**config.mk**
```make
export PLATFORM = sky130hd
export DESIGN_NAME = rth_cordic_stage
export DESIGN_NICKNAME = d
export VERILOG_FILES = /design/src/sv/rth_pkg.sv /design/src/sv/rth_cordic_stage.sv
export SDC_FILE = /design/constraint.sdc
export NUM_CORES = 1
export LEC_CHECK = 0
export BUFFER_PORTS_ARGS = -buffer_cell sky130_fd_sc_hd__buf_2
export CORE_MARGIN = 2
export CORE_UTILIZATION = 60
export DETAILED_ROUTE_END_ITERATION = 8
export PLACE_DENSITY_LB_ADDON = 0.12
export SLEW_MARGIN = 20
export SYNTH_ARGS = -nofsm -noshare
export SYNTH_HDL_FRONTEND = slang
export SYNTH_SLANG_ARGS = --single-unit
```
**constraint.sdc**
```tcl
create_clock -name clk_i -period 7.3 [get_ports clk_i]
set_input_delay 0.73 -clock clk_i [delete_from_list [all_inputs] [get_ports clk_i]]
set_output_delay 0.73 -clock clk_i [all_outputs]
set_load 0.01 [all_outputs]
```
**src/sv/rth_pkg.sv**
```systemverilog
// Package with widths, constants and the arctangent table for the HSI converter.
`default_nettype none
package rth_pkg;
  localparam int FracBits    = 12;
  localparam int ChanBits    = 8;
  localparam int OutBits     = FracBits + 1;
  localparam int CordicSteps = 28;
  localparam int SumBits     = ChanBits + 2;
  localparam int XyBits      = 32;
  localparam int Sqrt3Q16    = 113512;
  localparam int FullScale   = (1 << ChanBits) - 1;
  localparam int IntDiv      = 6 * FullScale;
  localparam logic [31:0] HalfTurn = 32'h8000_0000;

  // Reciprocal of the intensity divisor; exact floor for any numerator that fits.
  localparam int IntNumBits   = FracBits + SumBits + 2;
  localparam int IntShift     = IntNumBits + $clog2(IntDiv);
  localparam int IntRecipBits = IntNumBits + 1;
  localparam int IntProdBits  = IntNumBits + IntRecipBits;
  localparam longint IntRecip =
    ((longint'(1) << IntShift) + longint'(IntDiv) - 1) / longint'(IntDiv);

  typedef logic [ChanBits-1:0] chan_t;
  typedef logic [OutBits-1:0]  frac_t;
  typedef logic [SumBits-1:0]  sum_t;
  typedef logic signed [XyBits-1:0] xy_t;
  typedef logic [31:0] ang_t;

  // Arctangent of 2^-i in turns scaled by 2^32.
  function automatic ang_t atan_turn(input logic [4:0] idx);
    ang_t v;
    case (idx)
      5'd0: v = 32'd536870912;  5'd1: v = 32'd316933406;
      5'd2: v = 32'd167458907;  5'd3: v = 32'd85004756;
      5'd4: v = 32'd42667331;   5'd5: v = 32'd21354465;
      5'd6: v = 32'd10679838;   5'd7: v = 32'd5340245;
      5'd8: v = 32'd2670163;    5'd9: v = 32'd1335087;
      5'd10: v = 32'd667544;    5'd11: v = 32'd333772;
      5'd12: v = 32'd166886;    5'd13: v = 32'd83443;
      5'd14: v = 32'd41722;     5'd15: v = 32'd20861;
      5'd16: v = 32'd10430;     5'd17: v = 32'd5215;
      5'd18: v = 32'd2608;      5'd19: v = 32'd1304;
      5'd20: v = 32'd652;       5'd21: v = 32'd326;
      5'd22: v = 32'd163;       5'd23: v = 32'd81;
      5'd24: v = 32'd41;        5'd25: v = 32'd20;
      5'd26: v = 32'd10;        5'd27: v = 32'd5;
      default: v = '0;
    endcase
    return v;
  endfunction
endpackage
`default_nettype wire

```
**src/sv/rth_cordic_stage.sv**
```systemverilog
// One CORDIC vectoring iteration with its pipeline register.
`default_nettype none
module rth_cordic_stage (
  input  wire logic         clk_i,
  input  wire logic         en_i,
  input  wire logic [4:0]   idx_i,
  input  wire rth_pkg::xy_t  x_i,
  input  wire rth_pkg::xy_t  y_i,
  input  wire rth_pkg::ang_t ang_i,
  output rth_pkg::xy_t  x_o,
  output rth_pkg::xy_t  y_o,
  output rth_pkg::ang_t ang_o
);
  import rth_pkg::*;
  xy_t  x_d, y_d, x_q, y_q, dx, dy;
  ang_t ang_d, ang_q, t;

  // Rotate toward the x axis using the old x and y.
  always_comb begin
    dx = y_i >>> idx_i;
    dy = x_i >>> idx_i;
    t  = atan_turn(idx_i);
    if (y_i > 0) begin
      x_d = x_i + dx; y_d = y_i - dy; ang_d = ang_i + t;
    end else begin
      x_d = x_i - dx; y_d = y_i + dy; ang_d = ang_i - t;
    end
  end

  // Advance when the pipeline moves.
  always_ff @(posedge clk_i) begin
    if (en_i) begin
      x_q <= x_d; y_q <= y_d; ang_q <= ang_d;
    end
  end

  assign x_o = x_q;
  assign y_o = y_q;
  assign ang_o = ang_q;
endmodule
`default_nettype wire

```
**Word level (Yosys, flattened, before mapping)**

Memories as Yosys holds them, arrays and structs flattened.
Cells that the tools add are included.

- Order comparisons: 1
- Add/sub/neg operators: 6
- Mux-type cells: 3
- Shift operators: 2

Operators with widths:

| cell | number |
|---|---|
| $add 32x32->32 | 3 |
| $mux 32 | 3 |
| $sub 32x32->32 | 3 |
| $sshr 32x5->32 | 2 |
| $gt 32x1->1 const B | 1 |

- Input port bits: 103
- Memories: 1
- Register bits after elaboration: 96
- Word-level logic and storage cells: 16
- ROM bits: 960
- Output and inout bits: 96

Memories:

| memory | depth | width | rd ports | clocked after Yosys merged registers in | write ports | line | text |
|---|---|---|---|---|---|---|---|
| (name not given) | 32 | 30 | 1 | 0 | 0 | rth_pkg.sv:32 | `case (idx)` |

**Logic depth before layout (Yosys ltp)**

Gate-level depths: netlist (run 1).

- Depth after elaboration: 3
- Mapped depth: 29
- Gate-level depth less buffers: 24

**Worst setup path after synthesis (run 1)**

Ideal clock, no wire load.

- Path type: input-to-reg
- Start: input idx_i[0]
- End: register y_q[31], in the netlist y_o[31], data pin
- Arrival time: 5.959 ns
- Path slack: 1.080 ns
- Library setup time: 0.261 ns
- Required time: 7.039 ns
- Stages on the path: 24
- Path buffers: 4
- Cell sequence: buf_6 -> buf_8 -> buf_8 -> buf_4 -> mux4_2 -> mux2_2 -> o2bb2ai_1 -> a221oi_2 -> ha_1 -> nand2_1 -> nor4_2 -> a31oi_1 -> xor2_1 -> ha_1 -> and3_1 -> and3_1 -> a22o_1 -> a21o_1 -> o21ai_0 -> o41ai_1 -> a41o_1 -> o41ai_1 -> o21ai_0 -> xnor2_1

- Longest elaborated chain between the ends: 3
- Elaborated cells between the ends (all ways): 4
- Those cells by class: 2 x add/sub; 1 x shift; 1 x mux

Ends and longest elaborated chain:

| item | line | text |
|---|---|---|
| start: declaration | rth_cordic_stage.sv:6 | `input wire logic [4:0] idx_i,` |
| $sshr 32x5->32 * | rth_cordic_stage.sv:21 | `dy = x_i >>> idx_i;` |
| $add 32x32->32 or $sub 32x32->32 (tied branches) | rth_cordic_stage.sv:26, rth_cordic_stage.sv:24 |  |
| $mux 32 * | rth_cordic_stage.sv:23 | `if (y_i > 0) begin` |
| net y_d[31] | rth_cordic_stage.sv:15 | `xy_t x_d, y_d, x_q, y_q, dx, dy;` |
| end signal: assignment | rth_cordic_stage.sv:33 | `x_q <= x_d; y_q <= y_d; ang_q <= ang_d;` |
| end: declaration | rth_cordic_stage.sv:15 |  |

The timed path passes the listed nets; every way through them passes the cells marked *.
A chain may end at the register's enable or synchronous reset.

**Worst setup path after layout (run 1)**

- Start: input idx_i[0]
- End: register ang_q[31], in the netlist ang_o[31], data pin

- Longest elaborated chain between the ends: 3
- Elaborated cells between the ends (all ways): 4
- Those cells by class: 2 x add/sub; 1 x mux; 1 x memory

Ends and longest elaborated chain:

| item | line | text |
|---|---|---|
| $mem_v2 32x30 * | n/a |  |
| $sub 32x32->32 or $add 32x32->32 (tied branches) | rth_cordic_stage.sv:26, rth_cordic_stage.sv:24 |  |
| $mux 32 * | rth_cordic_stage.sv:23 |  |
| net ang_d[31] | rth_cordic_stage.sv:16 | `ang_t ang_d, ang_q, t;` |
| end signal: assignment | rth_cordic_stage.sv:33 |  |
| end: declaration | rth_cordic_stage.sv:16 |  |

Marked as above.

==> flow_summary.ini, run 1 <==
[floorplan]
num_io_pins = 199
dieHeight_um = 161
die_w_um = 161
dieArea_um2 = 26000
core_area_um2 = 24300
rows = 57
start_util_pct = 61.1

[yosys]
synth_ff_type = edfxtp_1
synth_cells = 1640
syn_area_um2 = 14900
synth_fp_nets = 1856
synth.most_common_cell = nor2_1
async_flop_share_pct = 0
seq_area_frac_synth_pct = 19.4
yosys-top-cells-count = nor2_1 (142), a21oi_1 (139), nand2_1 (139)
ys_ff_latch = 96
synth_edf_count = 96
synth_cell_type_count = 88
netlist.area_leader.share_pct = 19.4
ys_warn_count = 0
synth.avg_cell_area_um2 = 9.06
synth_top_cell_by_area = edfxtp_1
synth.area.top_cells = edfxtp_1 (19%), mux4_2 (13%), ha_1 (9.3%)

[power_and_ir_drop]
pwr_density_cell_nw_per_um2 = 191
cellLeakagePower_nw = 6.92
vdd.ir_drop.worst_mv = 0.168

[timing]
period_share_pct = 89.3
maxSlewHeadroom_pct = 32.6
setup_tns_ns = 0
rsz0062_at_grt = false
finalMaxSlewViolations = 0
worst_pin_slew_ns = 1.01
fmax_mhz = 153
min_period_ns = 6.52
hold_viol_final = 0
hold_slack_ns = 0.739
setup-violations-final = 0

[layout]
drive_above_1_share_pct = 22.3
nets = 2025
fill_cells = 2034
syn2layout_area_growth_pct = 11.1
insertedDiodeCount = 0

[global_routing]
grt_pass1_wl_um = 75400
first_global_vias = 13600
grt_max_degree = 62
antenna_found_initial = 0
grt_remaining_overflow = 0
gr-usage-all-layers_pct = 36.8

[clock_network]
root_buffer = clkbuf_16
cts.clk_slew.worst_paths_ns = 0.08
cts_hold_buf = 0
cts_resized = 0
cts_htree_levels = 3
ctsLongestPathBuffers = 2
post_cts_buffers = 0
cts_buffers = 9
clock-sinks = 96
cts_tree = done

[worst_setup_path]
critPathMaxFanout = 45
worstPathArrival_ns = 6.75
crit_chain = buf_4 > clkinv_1 > ha_1 > nor2_1 > a211oi_1 > o31ai_1 > buf_4 > nand4_1 > nor4b_2 > a21oi_1 > xor2_1 > ha_1 > and3_1 > and3_1 > a22oi_1 > a31oi_1 > o211ai_1 > a211oi_1 > o21ai_0 > o21ai_0 > nand3b_1
critPathTopFamily = compound AO/OA/AOI/OAI gates
cp_slowest_cell = buf_4
start_kind = input port
cp-end-kind = flop
path_class = in -> reg
cp.required_ns = 7.53
cpPeakStageDelay_ns = 0.54
worstPathBufferInverterCount = 3

[outcome]
status = complete, no violations

[placement]
hpwl_um = 37200
port_buffers = 198
gp_congestion = 1.02

[route]
drt_iter0_drc = 2114
routedWlPerCell_um = 22.7
drt_pass1_iterations = 6
routed_wl_um = 48600
antenna_left = 0
vias = 14300
drc = 0
vias_per_cell = 6.71

[run]
drv_cap = 0

[hold_path]
hold_class = in -> reg
-- layout make-up --
type	count	area [µm²]	share of cell area (%)
Multi-Input combinational cell	1409	11400	68.8
Sequential cell	96	2880	17.5
Timing Repair Buffer	245	1380	8.36
Tap cell	324	405	2.46
Clock buffer	10	229	1.39
Inverter	48	180	1.09
Clock inverter	5	65.1	0.394
-- flip-flops by register name, summed over array words and instances, names as in the netlist --
signal	cells
ang_o	32
x_o	32
y_o	32
-- final timing paths --
| path | startpoint | to | slack [ns] | cells after the start |
|---|---|---|---|---|
| worst max-delay path | idx_i[0] | ang_o[31]$_DFFE_PP_ | 0.78 | 21 |
| worst min-delay path | y_i[0] | y_o[0]$_DFFE_PP_ | 0.74 | 2 |
-- power breakdown --
group | total (mW) | leakage [nW] | internal (mW) | switching (mW)
Clock | 0.506 | 0.144 | 0.269 | 0.238
Combinational | 1.79 | 5.84 | 0.759 | 1.03
Sequential | 0.853 | 0.940 | 0.822 | 0.0309
-- stage by stage --
step	std cells	setup WS, ns	util (%)	area (µm²)	power (mW)
final	2137	0.779	67.9	16500	3.15
after global routing	2137	0.285	67.9	16500	3.34
after CTS	2137	0.875	67.9	16500	3.13
after detailed placement	2122	0.498	66.6	16200	2.61
after global placement	2122	0.687	66.6	16200	2.59
after floorplan	1640	1.08	-	14900	2.09
-- cells by family after synthesis --
family                     synth area share [%]
AOI/OAI and AO/OA                          20.0
and+or+nand+nor                            15.9
xor gates and xnor gates                   9.43
adders and majority gates                  9.67
DFF                                        19.4
muxes                                      21.4
buffers and inverters                      4.19
-- metal layers --
layer	GRT usage (%)	wire length, µm
met1	50.5	19900
met4	12.8	2000
met3	7.32	4830
met5	0	0
met2	58.3	21800
-- cells in the final DEF (no fill, tap or decap), types with 4 or more instances in the layout --
master	n
a211oi_1	20
a21boi_0	5
a21o_1	53
a21oi_1	139
a221oi_1	5
a22oi_1	14
a31oi_1	22
and2_1	14
and3_1	20
buf_2	194
buf_4	49
clkbuf_16	9
edfxtp_1	96
ha_1	110
inv_1	44
mux2_2	36
mux2i_1	64
mux4_1	8
mux4_2	85
nand2_1	139
nand2b_1	15
nand3_1	28
nand3b_1	7
nand4_1	7
nor2_1	142
nor2b_1	26
nor3_1	33
nor3b_1	6
nor4_1	13
o211ai_1	18
o21a_1	30
o21ai_0	77
o21bai_1	9
o22ai_1	9
o31ai_1	9
o41ai_1	4
or2_2	5
or3_1	7
xnor2_1	99
xor2_1	61
Power figures use the tool's default switching activity.
==> run 2: changes to the inputs <==
--- a/config.mk
+++ b/config.mk
@@ -9,4 +9,5 @@
 export CORE_MARGIN = 2
 export CORE_UTILIZATION = 60
+export CTS_BUF_LIST = sky130_fd_sc_hd__clkbuf_4 sky130_fd_sc_hd__clkbuf_8
 export DETAILED_ROUTE_END_ITERATION = 8
 export PLACE_DENSITY_LB_ADDON = 0.12
==> constraint.sdc (replaced) <==
create_clock -name clk_i -period 7.3 [get_ports clk_i]
set_input_delay 0.73 -clock clk_i [delete_from_list [all_inputs] [get_ports clk_i]]
set_output_delay 0.73 -clock clk_i [all_outputs]
set_load 0.1 [all_outputs]
==> run 2 against run 1 <==
Core utilization shrank 0.40 points. Sequential share of layout area up 0.10 points. Largest power group unchanged. Die area unchanged. Largest cell class unchanged.
==> flow_summary.ini, run 2 (synthesized netlist as in run 1, its figures left out) <==
[global_routing]
grt_remaining_overflow = 0
antenna_found_initial = 1
gr-usage-all-layers_pct = 36.8
grt_max_degree = 62
first_global_vias = 13700
grt_pass1_wl_um = 75100

[power_and_ir_drop]
p_int_mw = 1.74
p_sw_share_pct = 56.6
p_comb_share_pct = 69.1
total_power_mw = 4.02
cellLeakagePower_nw = 6.88
switchingPower_mw = 2.27
vdd.ir_drop.worst_mv = 0.319
seqPwrFrac_pct = 21.2
clkPwrFrac_pct = 9.7
pwr_density_cell_nw_per_um2 = 245

[layout]
nets = 2025
syn2layout_area_growth_pct = 10.4
layout_commonest_cell = buf_2
fill_cells = 2050
insertedDiodeCount = 0
drive_above_1_share_pct = 22.3
multi_input_area_um2 = 11400
layout_common_cells = buf_2 (194), nor2_1 (142), nand2_1 (139), a21oi_1 (139), ha_1 (110)
seqCellArea_um2 = 2880

[worst_setup_path]
crit_chain = buf_4 > clkinv_1 > ha_1 > nor2_1 > a211oi_1 > o31ai_1 > buf_4 > nand4_1 > nor4b_2 > a21oi_1 > xor2_1 > ha_1 > and3_1 > and3_1 > a22oi_1 > a31oi_1 > o211ai_1 > a211oi_1 > o21ai_0 > o21ai_0 > nand3b_1
cp.required_ns = 7.58
endpoint = ang_o[31]$_DFFE_PP_
cpPeakStageDelay_ns = 0.54
cp_slowest_cell = buf_4
worstPathArrival_ns = 6.71
critPathMaxFanout = 45
start_kind = input port
cp-end-kind = flop
path_class = in -> reg
crit_start = idx_i[0]

[clock_network]
root_buffer = clkbuf_8
cts_tree = done
cts_hold_buf = 0
post_cts_buffers = 0
cts_buffers = 9
cts_resized = 0
ctsLongestPathBuffers = 2
cts_htree_levels = 3
clock-sinks = 96
cts.clk_slew.worst_paths_ns = 0.11

[run]
drv_cap = 0

[route]
drc = 0
antenna_left = 0
vias = 14300
drt_iter0_drc = 1995
drt_pass1_iterations = 6
vias_per_cell = 6.68
routedWlPerCell_um = 22.7
routed_wl_um = 48400

[timing]
worst_pin_slew_ns = 1.01
maxSlewHeadroom_pct = 32.9
period_share_pct = 88.1
hold_viol_final = 0
layout_setup_ws_ns = 0.866
rsz0062_at_grt = false
finalMaxSlewViolations = 0
setup_tns_ns = 0
setup-violations-final = 0
fmax_mhz = 155
min_period_ns = 6.43

[placement]
port_buffers = 198
hpwl_um = 37200
dp_slack_ns = 0.498
gp_congestion = 1.02

[floorplan]
num_io_pins = 199
die_w_um = 161
start_util_pct = 61.1
core_area_um2 = 24300
dieHeight_um = 161
rows = 57
dieArea_um2 = 26000

[hold_path]
hold_class = in -> reg

[outcome]
status = complete, no violations
[run 2: how the worst min path moves through the flow]
stage,from,end,cells past startpoint
3_3_place_gp,y_i[0],y_o[0]$_DFFE_PP_,2
2_1_floorplan,en_i,ang_o[0]$_DFFE_PP_,0
3_5_place_dp,y_i[0],y_o[0]$_DFFE_PP_,2
6_report,y_i[0],y_o[0]$_DFFE_PP_,2
4_1_cts,y_i[0],y_o[0]$_DFFE_PP_,2
5_1_grt,y_i[0],y_o[0]$_DFFE_PP_,2
[run 2: per-layer routing]
layer | share of wire [%] | up-vias | routed length (µm) | GRT usage, %
li1 | - | 6585 | - | -
met4 | 4.7 | 2 | 2280 | 15.5
met2 | 44 | 826 | 21300 | 57.0
met5 | 0.027 | - | 13 | 0
met1 | 41 | 6711 | 19800 | 49.3
met3 | 10 | 150 | 5000 | 9.07
[run 2: power by group through the flow]
stage	sequential (mW)	clock, mW	combinational [mW]
floorplan	1.95	0	1.13
global placement	0.865	0	2.71
detailed placement	0.865	0	2.74
CTS	0.854	0.401	2.75
global route	0.866	0.414	2.93
finish	0.852	0.390	2.77
[run 2: stage by stage]
stage,cell area [µm²],hold slack (ns),util [%],cells
3_5_place_dp,16200,1.10,66.6,2122
6_report,16400,0.694,67.5,2137
3_3_place_gp,16200,1.10,66.6,2122
4_1_cts,16400,0.680,67.5,2137
5_1_grt,16400,0.690,67.5,2137
2_1_floorplan,14900,0.842,-,1640
[run 2: final cells by class]
type	instances	area share, %
repair buffers	245	8.41
multi-input cells	1409	69.3
clock buffers	10	0.801
inverters	48	1.10
well taps	324	2.47
flip-flops and latches	96	17.6
clock inverters	5	0.397
[run 2: critical path: cells and delay by family]
kind            cells  cell delay [ns]
simple gates        6             1.39
compound gates      9             2.21
xor+xnor            1             0.25
fa+ha+maj           2             0.95
buf+inv             3             1.16
